## config.mk

```make
export PLATFORM = sky130hd
export DESIGN_NAME = power_rail_sequencer_with_shedding_unit_flat
export DESIGN_NICKNAME = d
export VERILOG_FILES = /design/src/prs_pkg.sv /design/src/prs_if.sv /design/src/power_rail_sequencer_with_shedding_unit.sv /design/src/prs_ctrl.sv /design/src/prs_dp.sv /design/src/flat_wrapper.sv
export SDC_FILE = /design/constraint.sdc
export NUM_CORES = 1
export LEC_CHECK = 0
export BUFFER_PORTS_ARGS = -buffer_cell sky130_fd_sc_hd__buf_2
export CORE_MARGIN = 4
export CORE_UTILIZATION = 55
export CTS_CLUSTER_SIZE = 28
export DETAILED_ROUTE_END_ITERATION = 7
export GPL_TIMING_DRIVEN = 0
export HOLD_SLACK_MARGIN = 0.12
export MAX_ROUTING_LAYER = met4
export PLACE_DENSITY_LB_ADDON = 0.08
export SYNTH_ARGS = -nofsm -noshare
export SYNTH_HDL_FRONTEND = slang
export SYNTH_SLANG_ARGS = --single-unit
```

## constraint.sdc

```tcl
create_clock -name clk -period 16.85 [get_ports clk]
set_input_delay 2.5275 -clock clk [delete_from_list [all_inputs] [get_ports clk]]
set_output_delay 2.5275 -clock clk [all_outputs]
set_load 0.005 [all_outputs]
```

## src/prs_pkg.sv

```systemverilog
package prs_pkg;

	// Rail modes as stored and as reported in the packed state field.
	typedef enum logic [1:0] {
		MODE_OFF      = 2'd0,
		MODE_SETTLING = 2'd1,
		MODE_ON       = 2'd2,
		MODE_SHED     = 2'd3
	} rail_mode_t;

	// Command codes of an input item.
	localparam logic CMD_TICK    = 1'b0;
	localparam logic CMD_REQUEST = 1'b1;

	// Configuration register indexes.
	localparam int CFG_IDX_W = 2;
	localparam logic [CFG_IDX_W-1:0] REG_RAIL_COUNT    = 2'd0;
	localparam logic [CFG_IDX_W-1:0] REG_SHED_TABLE    = 2'd1;
	localparam logic [CFG_IDX_W-1:0] REG_RESTORE_TABLE = 2'd2;
	localparam logic [CFG_IDX_W-1:0] REG_SETTLE_TABLE  = 2'd3;
	localparam int CFG_DATA_W = 64;

	// Input item payload.
	typedef struct packed {
		logic        command;
		logic [31:0] now_ms;
		logic [15:0] battery_mv;
		logic [2:0]  rail_index;
		logic        want_on;
	} in_item_t;

	// Result item payload.
	typedef struct packed {
		logic [3:0]  rail_enables;
		logic [7:0]  rail_states;
		logic        all_settled;
		logic [31:0] shed_total;
		logic [31:0] restore_total;
		logic        config_error;
	} out_item_t;

	// Commands from the controller to the datapath.
	typedef struct packed {
		logic accept;
		logic walk;
		logic load_out;
	} dp_cmd_t;

	// Status from the datapath to the controller.
	typedef struct packed {
		logic [2:0] n_active;
	} dp_status_t;

	// One 16-bit entry of a four-entry table, entry 0 in the low bits.
	function automatic logic [15:0] tbl_entry(input logic [63:0] tbl, input logic [1:0] idx);
		tbl_entry = tbl[{idx, 4'b0000} +: 16];
	endfunction

endpackage

```

## src/prs_if.sv

```systemverilog
// Input channel carrying tick and request items.
interface prs_in_if;
	logic               valid;
	logic               ready;
	prs_pkg::in_item_t  data;

	modport source (output valid, output data, input ready);
	modport sink (input valid, input data, output ready);
endinterface

// Output channel carrying result items.
interface prs_out_if;
	logic               valid;
	logic               ready;
	prs_pkg::out_item_t data;

	modport source (output valid, output data, input ready);
	modport sink (input valid, input data, output ready);
endinterface

```

## src/power_rail_sequencer_with_shedding_unit.sv

```systemverilog
// Power rail sequencer with load shedding for up to four rails. Configure it through the
// write port while it is idle, then send request items (set a rail's wanted flag) and tick
// items (time and battery voltage). Every item produces exactly one result with the rail
// enables, packed rail states, settled flag, shed and restore totals and a threshold
// configuration error flag. An accepted request goes straight to the finish state; a tick
// first walks the active rails one per cycle through a single shared rail update unit.
// Items are processed one at a time; a finished result waits in an output register, so the
// next item can be accepted and worked on before the previous result has been taken.
module power_rail_sequencer_with_shedding_unit #(
	parameter int RAIL_COUNT = 4
) (
	input  logic                            clk,
	input  logic                            arst_n,
	input  logic                            cfg_we,
	input  logic [prs_pkg::CFG_IDX_W-1:0]   cfg_index,
	input  logic [prs_pkg::CFG_DATA_W-1:0]  cfg_data,
	prs_in_if.sink                          in_ch,
	prs_out_if.source                       out_ch
);

	localparam int IDX_W = (RAIL_COUNT > 1) ? $clog2(RAIL_COUNT) : 1;

	prs_pkg::dp_cmd_t    cmd;
	prs_pkg::dp_status_t status;
	logic [IDX_W-1:0]    rail_sel;
	logic                in_ready;
	logic                out_valid;
	prs_pkg::out_item_t  out_data;

	assign in_ch.ready  = in_ready;
	assign out_ch.valid = out_valid;
	assign out_ch.data  = out_data;

	// Sequencing controller.
	prs_ctrl #(
		.RAIL_COUNT(RAIL_COUNT)
	) u_ctrl (
		.clk        (clk),
		.arst_n     (arst_n),
		.in_valid   (in_ch.valid),
		.in_command (in_ch.data.command),
		.in_ready   (in_ready),
		.out_valid  (out_valid),
		.out_ready  (out_ch.ready),
		.status     (status),
		.cmd        (cmd),
		.rail_sel   (rail_sel)
	);

	// Rail state, configuration and result datapath.
	prs_dp #(
		.RAIL_COUNT(RAIL_COUNT)
	) u_dp (
		.clk       (clk),
		.arst_n    (arst_n),
		.cfg_we    (cfg_we),
		.cfg_index (cfg_index),
		.cfg_data  (cfg_data),
		.in_data   (in_ch.data),
		.cmd       (cmd),
		.rail_sel  (rail_sel),
		.status    (status),
		.out_data  (out_data)
	);

endmodule

```

## src/prs_ctrl.sv

```systemverilog
module prs_ctrl #(
	parameter int RAIL_COUNT = 4,
	localparam int IDX_W = (RAIL_COUNT > 1) ? $clog2(RAIL_COUNT) : 1
) (
	input  logic                 clk,
	input  logic                 arst_n,
	input  logic                 in_valid,
	input  logic                 in_command,
	output logic                 in_ready,
	output logic                 out_valid,
	input  logic                 out_ready,
	input  prs_pkg::dp_status_t  status,
	output prs_pkg::dp_cmd_t     cmd,
	output logic [IDX_W-1:0]     rail_sel
);

	typedef enum logic [1:0] {
		ST_IDLE,
		ST_WALK,
		ST_FINISH
	} state_t;

	state_t           state_q;
	logic [IDX_W-1:0] rail_q;
	logic             out_valid_q;
	logic             accept;
	logic             load_out;
	logic             last_rail;

	// A transaction is taken only while no item is in progress.
	assign in_ready  = (state_q == ST_IDLE);
	assign accept    = in_valid && in_ready;
	assign load_out  = (state_q == ST_FINISH) && (!out_valid_q || out_ready);
	assign last_rail = ({{(3 - IDX_W){1'b0}}, rail_q} == (status.n_active - 3'd1));

	assign cmd.accept   = accept;
	assign cmd.walk     = (state_q == ST_WALK);
	assign cmd.load_out = load_out;
	assign rail_sel     = rail_q;
	assign out_valid    = out_valid_q;

	// Sequencer state, rail pointer and output valid flag.
	always_ff @(posedge clk or negedge arst_n) begin
		if (!arst_n) begin
			state_q     <= ST_IDLE;
			rail_q      <= '0;
			out_valid_q <= 1'b0;
		end else begin
			if (out_valid_q && out_ready) begin
				out_valid_q <= 1'b0;
			end
			case (state_q)
				ST_IDLE: begin
					if (accept) begin
						rail_q <= '0;
						if (in_command == prs_pkg::CMD_TICK && status.n_active != 3'd0) begin
							state_q <= ST_WALK;
						end else begin
							state_q <= ST_FINISH;
						end
					end
				end
				ST_WALK: begin
					if (last_rail) begin
						state_q <= ST_FINISH;
					end else begin
						rail_q <= rail_q + 1'b1;
					end
				end
				ST_FINISH: begin
					if (load_out) begin
						out_valid_q <= 1'b1;
						state_q     <= ST_IDLE;
					end
				end
				default: begin
					state_q <= ST_IDLE;
				end
			endcase
		end
	end

endmodule

```

## src/prs_dp.sv

```systemverilog
module prs_dp #(
	parameter int RAIL_COUNT = 4,
	localparam int IDX_W = (RAIL_COUNT > 1) ? $clog2(RAIL_COUNT) : 1
) (
	input  logic                                 clk,
	input  logic                                 arst_n,
	input  logic                                 cfg_we,
	input  logic [prs_pkg::CFG_IDX_W-1:0]        cfg_index,
	input  logic [prs_pkg::CFG_DATA_W-1:0]       cfg_data,
	input  prs_pkg::in_item_t                    in_data,
	input  prs_pkg::dp_cmd_t                     cmd,
	input  logic [IDX_W-1:0]                     rail_sel,
	output prs_pkg::dp_status_t                  status,
	output prs_pkg::out_item_t                   out_data
);

	localparam logic [2:0] RAIL_LIMIT = 3'(RAIL_COUNT);

	// Configuration registers.
	logic [2:0]  rail_count_q;
	logic [63:0] shed_tbl_q;
	logic [63:0] restore_tbl_q;
	logic [63:0] settle_tbl_q;

	// Rail state and event counters.
	prs_pkg::rail_mode_t mode_q [RAIL_COUNT];
	logic [31:0]         lct_q [RAIL_COUNT];
	logic [RAIL_COUNT-1:0] wanted_q;
	logic [31:0]         shed_cnt_q;
	logic [31:0]         restore_cnt_q;

	// Latched tick operands and the one-settling-rail flag.
	logic [31:0] now_q;
	logic [15:0] batt_q;
	logic        busy_q;

	prs_pkg::out_item_t out_q;

	logic [2:0]  n_active;
	logic [15:0] shed_thr;
	logic [15:0] rest_thr;
	logic [15:0] settle_t;
	logic [31:0] elapsed;

	// Next values from the rail update unit.
	prs_pkg::rail_mode_t mode_nx;
	logic                lct_load;
	logic                busy_nx;
	logic                shed_ev;
	logic                restore_ev;

	prs_pkg::out_item_t  report;

	assign n_active      = (rail_count_q > RAIL_LIMIT) ? RAIL_LIMIT : rail_count_q;
	assign status.n_active = n_active;
	assign out_data      = out_q;

	assign shed_thr = prs_pkg::tbl_entry(shed_tbl_q, 2'(rail_sel));
	assign rest_thr = prs_pkg::tbl_entry(restore_tbl_q, 2'(rail_sel));
	assign settle_t = prs_pkg::tbl_entry(settle_tbl_q, 2'(rail_sel));
	assign elapsed  = now_q - lct_q[rail_sel];

	// Update of the selected rail for one step of the tick walk.
	always_comb begin
		prs_pkg::rail_mode_t m;
		logic                done;
		logic                wanted;
		m          = mode_q[rail_sel];
		wanted     = wanted_q[rail_sel];
		busy_nx    = busy_q;
		lct_load   = 1'b0;
		shed_ev    = 1'b0;
		restore_ev = 1'b0;
		done       = 1'b0;

		if (m == prs_pkg::MODE_SETTLING) begin
			if (elapsed >= {16'd0, settle_t}) begin
				m = prs_pkg::MODE_ON;
			end else begin
				busy_nx = 1'b1;
			end
		end

		if (shed_thr != 16'd0 && (m == prs_pkg::MODE_ON || m == prs_pkg::MODE_SETTLING)
				&& batt_q < shed_thr) begin
			m        = prs_pkg::MODE_SHED;
			lct_load = 1'b1;
			shed_ev  = 1'b1;
			done     = 1'b1;
		end else if (m == prs_pkg::MODE_SHED) begin
			if (batt_q >= rest_thr && wanted) begin
				m          = prs_pkg::MODE_OFF;
				restore_ev = 1'b1;
			end else begin
				done = 1'b1;
			end
		end

		if (!done) begin
			if (wanted && m == prs_pkg::MODE_OFF) begin
				// A rail starts only when no rail walked earlier in this tick is settling and the battery allows it.
				if (!busy_nx && !(shed_thr != 16'd0 && batt_q < rest_thr)) begin
					m        = (settle_t != 16'd0) ? prs_pkg::MODE_SETTLING : prs_pkg::MODE_ON;
					lct_load = 1'b1;
					busy_nx  = (settle_t != 16'd0);
				end
			end else if (!wanted && (m == prs_pkg::MODE_ON || m == prs_pkg::MODE_SETTLING)) begin
				m        = prs_pkg::MODE_OFF;
				lct_load = 1'b1;
			end
		end
		mode_nx = m;
	end

	// Result fields from the state after the update.
	always_comb begin
		logic [3:0] en;
		logic [7:0] st;
		logic       settled;
		logic       cerr;
		logic [15:0] s_thr;
		logic [15:0] r_thr;
		en      = '0;
		st      = '0;
		settled = 1'b1;
		cerr    = 1'b0;
		for (int i = 0; i < RAIL_COUNT; i++) begin
			s_thr = prs_pkg::tbl_entry(shed_tbl_q, 2'(i));
			r_thr = prs_pkg::tbl_entry(restore_tbl_q, 2'(i));
			if (3'(i) < n_active) begin
				if (mode_q[i] == prs_pkg::MODE_ON || mode_q[i] == prs_pkg::MODE_SETTLING) begin
					en[i] = 1'b1;
				end
				st[2*i +: 2] = mode_q[i];
				if ((wanted_q[i] != (mode_q[i] == prs_pkg::MODE_ON))
						&& mode_q[i] != prs_pkg::MODE_SHED) begin
					settled = 1'b0;
				end
				if (s_thr != 16'd0 && r_thr <= s_thr) begin
					cerr = 1'b1;
				end
			end
		end
		report.rail_enables  = en;
		report.rail_states   = st;
		report.all_settled   = settled;
		report.shed_total    = shed_cnt_q;
		report.restore_total = restore_cnt_q;
		report.config_error  = cerr;
	end

	// Configuration registers and rail state.
	always_ff @(posedge clk or negedge arst_n) begin
		if (!arst_n) begin
			rail_count_q  <= '0;
			shed_tbl_q    <= '0;
			restore_tbl_q <= '0;
			settle_tbl_q  <= '0;
			wanted_q      <= '0;
			shed_cnt_q    <= '0;
			restore_cnt_q <= '0;
			busy_q        <= 1'b0;
			for (int i = 0; i < RAIL_COUNT; i++) begin
				mode_q[i] <= prs_pkg::MODE_OFF;
				lct_q[i]  <= '0;
			end
		end else begin
			if (cfg_we) begin
				case (cfg_index)
					prs_pkg::REG_RAIL_COUNT:    rail_count_q  <= cfg_data[2:0];
					prs_pkg::REG_SHED_TABLE:    shed_tbl_q    <= cfg_data;
					prs_pkg::REG_RESTORE_TABLE: restore_tbl_q <= cfg_data;
					prs_pkg::REG_SETTLE_TABLE:  settle_tbl_q  <= cfg_data;
					default: begin
					end
				endcase
			end
			if (cmd.accept) begin
				busy_q <= 1'b0;
				if (in_data.command == prs_pkg::CMD_REQUEST && in_data.rail_index < n_active) begin
					wanted_q[in_data.rail_index[IDX_W-1:0]] <= in_data.want_on;
				end
			end
			if (cmd.walk) begin
				mode_q[rail_sel] <= mode_nx;
				busy_q           <= busy_nx;
				if (lct_load) begin
					lct_q[rail_sel] <= now_q;
				end
				if (shed_ev) begin
					shed_cnt_q <= shed_cnt_q + 32'd1;
				end
				if (restore_ev) begin
					restore_cnt_q <= restore_cnt_q + 32'd1;
				end
			end
		end
	end

	// Tick operands and the result register.
	always_ff @(posedge clk) begin
		if (cmd.accept) begin
			now_q  <= in_data.now_ms;
			batt_q <= in_data.battery_mv;
		end
		if (cmd.load_out) begin
			out_q <= report;
		end
	end

endmodule
```

## src/flat_wrapper.sv

```systemverilog
// flat-port wrapper written by rule: the top's interface ports become plain ports
module power_rail_sequencer_with_shedding_unit_flat 
#(
	parameter int RAIL_COUNT = 4
)
  (clk, arst_n, cfg_we, cfg_index, cfg_data, in_ch_valid, in_ch_data, in_ch_ready, out_ch_valid, out_ch_data, out_ch_ready);
  prs_in_if in_ch_i ();
  prs_out_if out_ch_i ();
  input  logic clk;
  input  logic arst_n;
  input  logic cfg_we;
  input  logic [prs_pkg::CFG_IDX_W-1:0] cfg_index;
  input  logic [prs_pkg::CFG_DATA_W-1:0] cfg_data;
  input wire logic [$bits(in_ch_i.valid)-1:0] in_ch_valid;
  input wire logic [$bits(in_ch_i.data)-1:0] in_ch_data;
  output wire logic [$bits(in_ch_i.ready)-1:0] in_ch_ready;
  output wire logic [$bits(out_ch_i.valid)-1:0] out_ch_valid;
  output wire logic [$bits(out_ch_i.data)-1:0] out_ch_data;
  input wire logic [$bits(out_ch_i.ready)-1:0] out_ch_ready;
  assign in_ch_i.valid = in_ch_valid;
  assign in_ch_i.data = in_ch_data;
  assign in_ch_ready = in_ch_i.ready;
  assign out_ch_valid = out_ch_i.valid;
  assign out_ch_data = out_ch_i.data;
  assign out_ch_i.ready = out_ch_ready;
  power_rail_sequencer_with_shedding_unit #(.RAIL_COUNT(RAIL_COUNT)) u_core (.clk(clk), .arst_n(arst_n), .cfg_we(cfg_we), .cfg_index(cfg_index), .cfg_data(cfg_data), .in_ch(in_ch_i), .out_ch(out_ch_i));
endmodule
```

## After elaboration in Yosys (flattened, before gate mapping)

Index checks and enable logic that the tools add are counted.

| word-level totals | value |
|---|---|
| register bits after elaboration | 531 |
| bits in read-only memories | 0 |
| memories kept | 0 |
| bits in writable memories | 0 |
| input port bits | 124 |
| bits in latches | 0 |
| logic and storage cells | 226 |

| operators by class | value |
|---|---|
| multipliers | 0 |
| $add $sub $neg | 5 |
| shifts and indexed selects | 3 |
| divide/modulo/power cells | 0 |
| reductions and logical operators | 55 |
| order comparisons | 19 |
| bitwise logic cells | 2 |
| equal/unequal tests | 32 |
| muxes and demuxes | 77 |

Operator list:

| operator | count |
|---|---|
| 64-bit by 7-bit variable part select with 16-bit output | 3 |
| 128-bit bitwise mux | 1 |
| 32-bit 2-to-1 mux | 3 |
| 16-bit nonzero test | 6 |
| 32-bit by 1-bit adder with 32-bit output (second input constant) | 2 |
| 32-bit binary-select mux with 2-bit select | 1 |
| 32-bit demux with 2-bit select | 1 |
| 16-bit less-or-equal comparator | 4 |
| 1-bit 2-to-1 mux | 43 |
| 2-bit 2-to-1 mux | 19 |
| 32-bit by 16-bit >= comparator with 1-bit output | 1 |
| 16-bit less-than comparator | 2 |
| 32-bit subtractor | 1 |
| 1-bit logical AND | 22 |
| 2-bit equality test (second input constant) | 10 |
| 2-bit by 1-bit equality test with 1-bit output (second input constant) | 9 |
| 16-bit >= comparator | 1 |
| 2-bit AND reduction | 8 |
| 2-bit inequality test (second input constant) | 7 |
| 8-bit bitwise mux | 1 |
| 1-bit logical OR | 7 |
| 2-bit logical NOT | 3 |
| 1-bit by 3-bit less-than comparator with 1-bit output (first input constant) | 2 |
| 2-bit by 3-bit less-than comparator with 1-bit output (first input constant) | 2 |
| other kinds (25) | 34 |

## Depth between registers and ports, before layout

| depth | value |
|---|---|
| depth after elaboration | 20 |
| mapped depth | 42 |
| depth with buffers taken out | 38 |

## By module

Synthesis repeated with hierarchy kept, for this count alone.

| unflattened totals | value |
|---|---|
| cell total of the unflattened synthesis | 2111 |
| area, all modules | 28051.9 µm² |

Modules (own cells, without submodules):

| module | area each (µm²) | cells each | instances |
|---|---|---|---|
| prs_dp | 27694.1 | 2070 | 1 |
| prs_ctrl | 357.8 | 41 | 1 |

## Least setup slack after synthesis

OpenSTA, ideal clock, no wires.

| path | value |
|---|---|
| path kind | register -> register |
| from | register u_core.u_ctrl.rail_q[0] (netlist: u_core.u_ctrl.rail_sel[0]) |
| to | register u_core.u_dp.lct_q[100] (netlist name) |
| arrival | 8356 ps |
| path buffers | 6 |
| library setup time | 125 ps |
| cell stages (with the launch flop) | 39 |
| setup slack | 8369 ps |
| path through | dfrtp_1 > buf_2 > buf_6 > buf_1 > buf_1 > mux4_2 > inv_1 > ha_1 > buf_2 > a21o_1 > a31o_1 > nand3_1 > nor2_1 > a211o_1 > xor2_1 > ha_1 > a21o_1 > a21o_1 > (+3 left out) > or4_4 > nor3_2 > inv_1 > a21o_1 > ha_1 > inv_1 > a211oi_1 > o211ai_1 > a21oi_1 > a311o_1 > inv_1 > ha_1 > nand2b_1 > nor2b_1 > o21ai_4 > nand4_4 > buf_12 > mux2_4 |

| between the ends | value |
|---|---|
| longest elaborated chain between the ends | 20 |

RTL lines:

| element | RTL line | RTL |
|---|---|---|
| start, declared | prs_ctrl.sv:24 | `logic [IDX_W-1:0] rail_q;` |
| start signal, assigned | prs_ctrl.sv:67 | `rail_q <= rail_q + 1'b1;` |
| 2-bit inverter with 3-bit output (implied by the code) | prs_dp.sv:61, prs_dp.sv:68, prs_dp.sv:188 |  |
| 32-bit binary-select mux with 2-bit select | prs_dp.sv:61 | `assign elapsed = now_q - lct_q[rail_sel];` |
| 32-bit 2-to-1 mux (implied by the code) (2 in series) | prs_dp.sv:61 |  |
| 32-bit subtractor | prs_dp.sv:61 |  |
| 32-bit by 16-bit >= comparator with 1-bit output | prs_dp.sv:77 | `if (elapsed >= {16'd0, settle_t}) begin` |
| 2-bit 2-to-1 mux | prs_dp.sv:77 |  |
| 2-bit 2-to-1 mux | prs_dp.sv:76 | `if (m == prs_pkg::MODE_SETTLING) begin` |
| 2-bit equality test / 2-bit by 1-bit equality test with 1-bit output (equally long branches) | prs_dp.sv:84 | `if (shed_thr != 16'd0 && (m == prs_pkg::MODE_ON \|\| m == prs_pkg::MODE_SETTLING)` |
| (+3 left out) | n/a |  |
| 2-bit 2-to-1 mux | prs_dp.sv:84 |  |
| 2-bit equality test / 2-bit by 1-bit equality test with 1-bit output (equally long branches) | prs_dp.sv:107 | `end else if (!wanted && (m == prs_pkg::MODE_ON \|\| m == prs_pkg::MODE_SETTLING)) begin` |
| 1-bit logical OR | prs_dp.sv:107 |  |
| 1-bit logical AND | prs_dp.sv:107 |  |
| 1-bit 2-to-1 mux | prs_dp.sv:107 |  |
| 1-bit 2-to-1 mux | prs_dp.sv:100 | `if (wanted && m == prs_pkg::MODE_OFF) begin` |
| 1-bit 2-to-1 mux | prs_dp.sv:99 | `if (!done) begin` |
| 2-bit AND reduction (no line) | n/a |  |
| end signal, assigned by index | prs_dp.sv:188 | `lct_q[rail_sel] <= now_q;` |
| end, declared | prs_dp.sv:27 | `logic [31:0] lct_q [RAIL_COUNT];` |

Parallel ways exist; a longest one is shown, timed or not. The select of a mux whose other input is x is not followed.
A chain may end at the register's enable or synchronous reset.

## Final worst setup path

| path | value |
|---|---|
| from | register u_core.u_ctrl.rail_q[1] (netlist: u_core.u_ctrl.rail_sel[1]) |
| to | register u_core.u_dp.lct_q[40] (netlist name) |

Same word-level chain as after synthesis.

==> results.cfg <==
[status]
status = complete, no violations

[pwr]
ir_drop_uv = 119
swShare_pct = 38.7
switchingPower_mw = 2.33
p_seq_share_pct = 31.7
p_leak_nw = 14.5
power_density_nw_per_um2 = 190
clkPwrFrac_pct = 20.3
pwr-share-comb_pct = 48.0
intPower_mw = 3.69

[placed_design]
place_congestion = 0.930
pre_cts_ws_ns = 5.20
dp_cells = 2959
hpwl_um = 55100
numPortBuffers = 203

[routing]
dr.pass1.iters = 5
antenna_left = 0
topRoutingLayerUsed = met4
via_count = 17961
wl_met1_um = 30400
wl_per_cell_um = 23.9
drtIter0Drc = 1103
met2WireLength_um = 36200
wl_met3_um = 3840
viasPerCell = 5.86
wirelength_um = 73100
drc_errors = 0

[clocking]
hold_buffers = 0
cts_tree = done
cts_sinks = 531
htreeDepth = 2
cts-buffers-inserted = 55
root_buffer = clkbuf_16
cts_setup_buffers = 0
path_clk_slew_ns = 0.06
clock_latency_ns = 0.62
clockBufferDepth = 3
cts_resized = 0

[grt]
grt_usage_pct = 27.9
grt_max_degree = 118
grt_antenna_before_repair = 1
grt_pass1_vias = 18426
gr-total-overflow = 0
grt_pass1_wl_um = 111000

[layout]
multi_input_area_um2 = 12800
area_growth_pct = 13.8
diodes = 0
final_cells = 3063
drive_above_1_share_pct = 31.8
nets = 2634
final_core_util_pct = 63.2
seqCellArea_um2 = 13900
num-fill-cells = 4000

[synth]
synth.most_common_cell = dfrtp_1
yosysWarnings = 0
synthCells = 2078
syn_nets = 2368
synth_area_per_cell_um2 = 13.4
synth_edf_count = 126
synth_flop_cell = dfrtp_1
async_flop_share_pct = 76.3
yosysUniqueCellTypes = 84
synth_seq_cells = 531
syn_area_um2 = 27800
synth_top_area_cell = dfrtp_1
synth_commonest_cells = 405 x dfrtp_1, 201 x mux2_2, 173 x inv_1, 165 x ha_1, 126 x edfxtp_1
yosysSeqAreaShare_pct = 50.0
synth.top_cell.area_share_pct = 36.4
synthTopCellsByArea = dfrtp_1 36%, edfxtp_1 14%, mux2_2 8.1%

[timing]
worst_slew_pin_slew_ns = 1.35
slew_headroom_pct = 10.3
slew_viol_final = 0
hold_viol_final = 0
fin_crit_sh_pct = 69.5
setup_viol = 0
setup_slack_ns = 5.13
max_freq_mhz = 85.4
clock_skew_ns = 0.0239
fin_hold_ws_ns = 0.454
fin_crit_ns = 11.72
rsz0062_at_grt = false
setup_tns_ns = 0

[floorplanning]
fp.dieW_um = 233
coreArea_um2 = 50100
die_y_um = 233
ios = 204
die_area_um2 = 54300
rows = 82
start_util_pct = 55.6

[setup_path]
path_buf_inv = 8
cp.arrival_ns = 12.20
worstSetupStartpointType = flop
critPathKind = flop to flop
end_kind = flop
cpMostUsedCell = ha_1
cpPeakStageDelay_ns = 0.99
crit_family = buffers and inverters
cp.required_ns = 17.33
cpMaxStageDelayCell = clkbuf_1
crit_fanout = 10

[run]
maxCapViolCount = 0

[min_path]
hp-class = flop to flop
per-stage QoR:
stage	instance area, um^2	total power [mW]
6_report	31700	6.01
5_1_grt	31700	6.40
4_1_cts	31700	6.04
3_5_place_dp	29800	4.79
3_3_place_gp	29700	4.72
2_1_floorplan	27800	3.95
power groups by stage:
| stage | clock, mW | sequential, mW | combinational, mW |
|---|---|---|---|
| floorplan | 0 | 1.83 | 2.12 |
| global placement | 0 | 1.91 | 2.80 |
| detailed placement | 0 | 1.92 | 2.87 |
| CTS | 1.25 | 1.90 | 2.89 |
| global route | 1.29 | 1.94 | 3.17 |
| finish | 1.22 | 1.91 | 2.89 |
layout by cell type, fill, tap and decap left out, types with 15 or more instances in the layout:
| cell | n |
|---|---|
| a21o_1 | 37 |
| a21oi_1 | 58 |
| and3_1 | 24 |
| buf_12 | 15 |
| buf_2 | 214 |
| clkbuf_1 | 45 |
| clkbuf_16 | 55 |
| dfrtp_1 | 405 |
| edfxtp_1 | 126 |
| ha_1 | 165 |
| inv_1 | 172 |
| mux2_2 | 201 |
| mux2_4 | 120 |
| mux4_2 | 83 |
| nand2_1 | 88 |
| nand3_1 | 39 |
| nand4_1 | 39 |
| nor2_1 | 59 |
| nor2b_1 | 15 |
| nor3_1 | 24 |
| nor4_1 | 27 |
| o21a_1 | 26 |
| o21ai_0 | 33 |
| xnor2_1 | 61 |
| xor2_1 | 25 |
state kept, by name (all words and copies together) (netlist names):
name                       cells
u_core.u_ctrl.out_valid        1
u_core.u_ctrl.rail_sel         2
u_core.u_ctrl.state_q          2
u_core.u_dp.batt_q            16
u_core.u_dp.busy_q             1
u_core.u_dp.lct_q            128
u_core.u_dp.mode_q             8
u_core.u_dp.now_q             32
u_core.u_dp.out_data          78
u_core.u_dp.rail_count_q       3
u_core.u_dp.restore_cnt_q     32
u_core.u_dp.restore_tbl_q     64
u_core.u_dp.settle_tbl_q      64
u_core.u_dp.shed_cnt_q        32
u_core.u_dp.shed_tbl_q        64
u_core.u_dp.wanted_q           4
metal layers:
| metal | track usage, % | up-vias |
|---|---|---|
| met5 | - | - |
| met3 | 4.91 | 147 |
| met1 | 35.4 | 9172 |
| met2 | 46.0 | 470 |
| li1 | - | 8172 |
| met4 | 8.95 | 0 |
logic make-up after synthesis:
family | share of synthesized area [%]
buf+inv | 4.15
xor+xnor | 2.71
mux | 21.8
compound gates | 6.50
simple gates | 7.37
flops | 50.0
fa+ha+maj | 7.49
final timing paths:
kind / startpoint / endpoint / slack, ns / cells past startpoint
max: u_core.u_ctrl.rail_sel[1] / u_core.u_dp.lct_q[40] / 5.13 / 39
min: u_core.u_dp.restore_cnt_q[23] / u_core.u_dp.out_data[24] / 0.45 / 0
max reg2reg: u_core.u_ctrl.rail_sel[1] / u_core.u_dp.lct_q[40] / 5.13 / 39
min reg2reg: u_core.u_dp.restore_cnt_q[23] / u_core.u_dp.out_data[24] / 0.45 / 0
max in group asynchronous: arst_n / u_core.u_dp.shed_tbl_q[34] / 13.45 / 3
min in group asynchronous: arst_n / u_core.u_dp.lct_q[113] / 1.92 / 1
cell type report:
| cell class | count | area share (%) |
|---|---|---|
| buffer | 72 | 1.60 |
| sequential | 531 | 44.0 |
| inverter | 173 | 2.05 |
| clock buffer | 78 | 4.97 |
| multi-input combinational | 1302 | 40.3 |
| tap | 672 | 2.66 |
| timing repair buffer | 209 | 3.69 |
| clock inverter | 26 | 0.794 |
worst reg2reg max path, delay by kind of cell, from the launching register on:
| kind | cells | cell delay, ns |
|---|---|---|
| AO/OA/AOI/OAI | 12 | 3.00 |
| AND/OR/NAND/NOR | 11 | 2.09 |
| multiplexers | 2 | 0.74 |
| adder cells (fa/ha/maj) | 5 | 1.49 |
| buffers and inverters | 8 | 3.51 |
| XOR/XNOR | 1 | 0.20 |
| flip-flops | 1 | 0.55 |
Power figures use the tool's default switching activity.
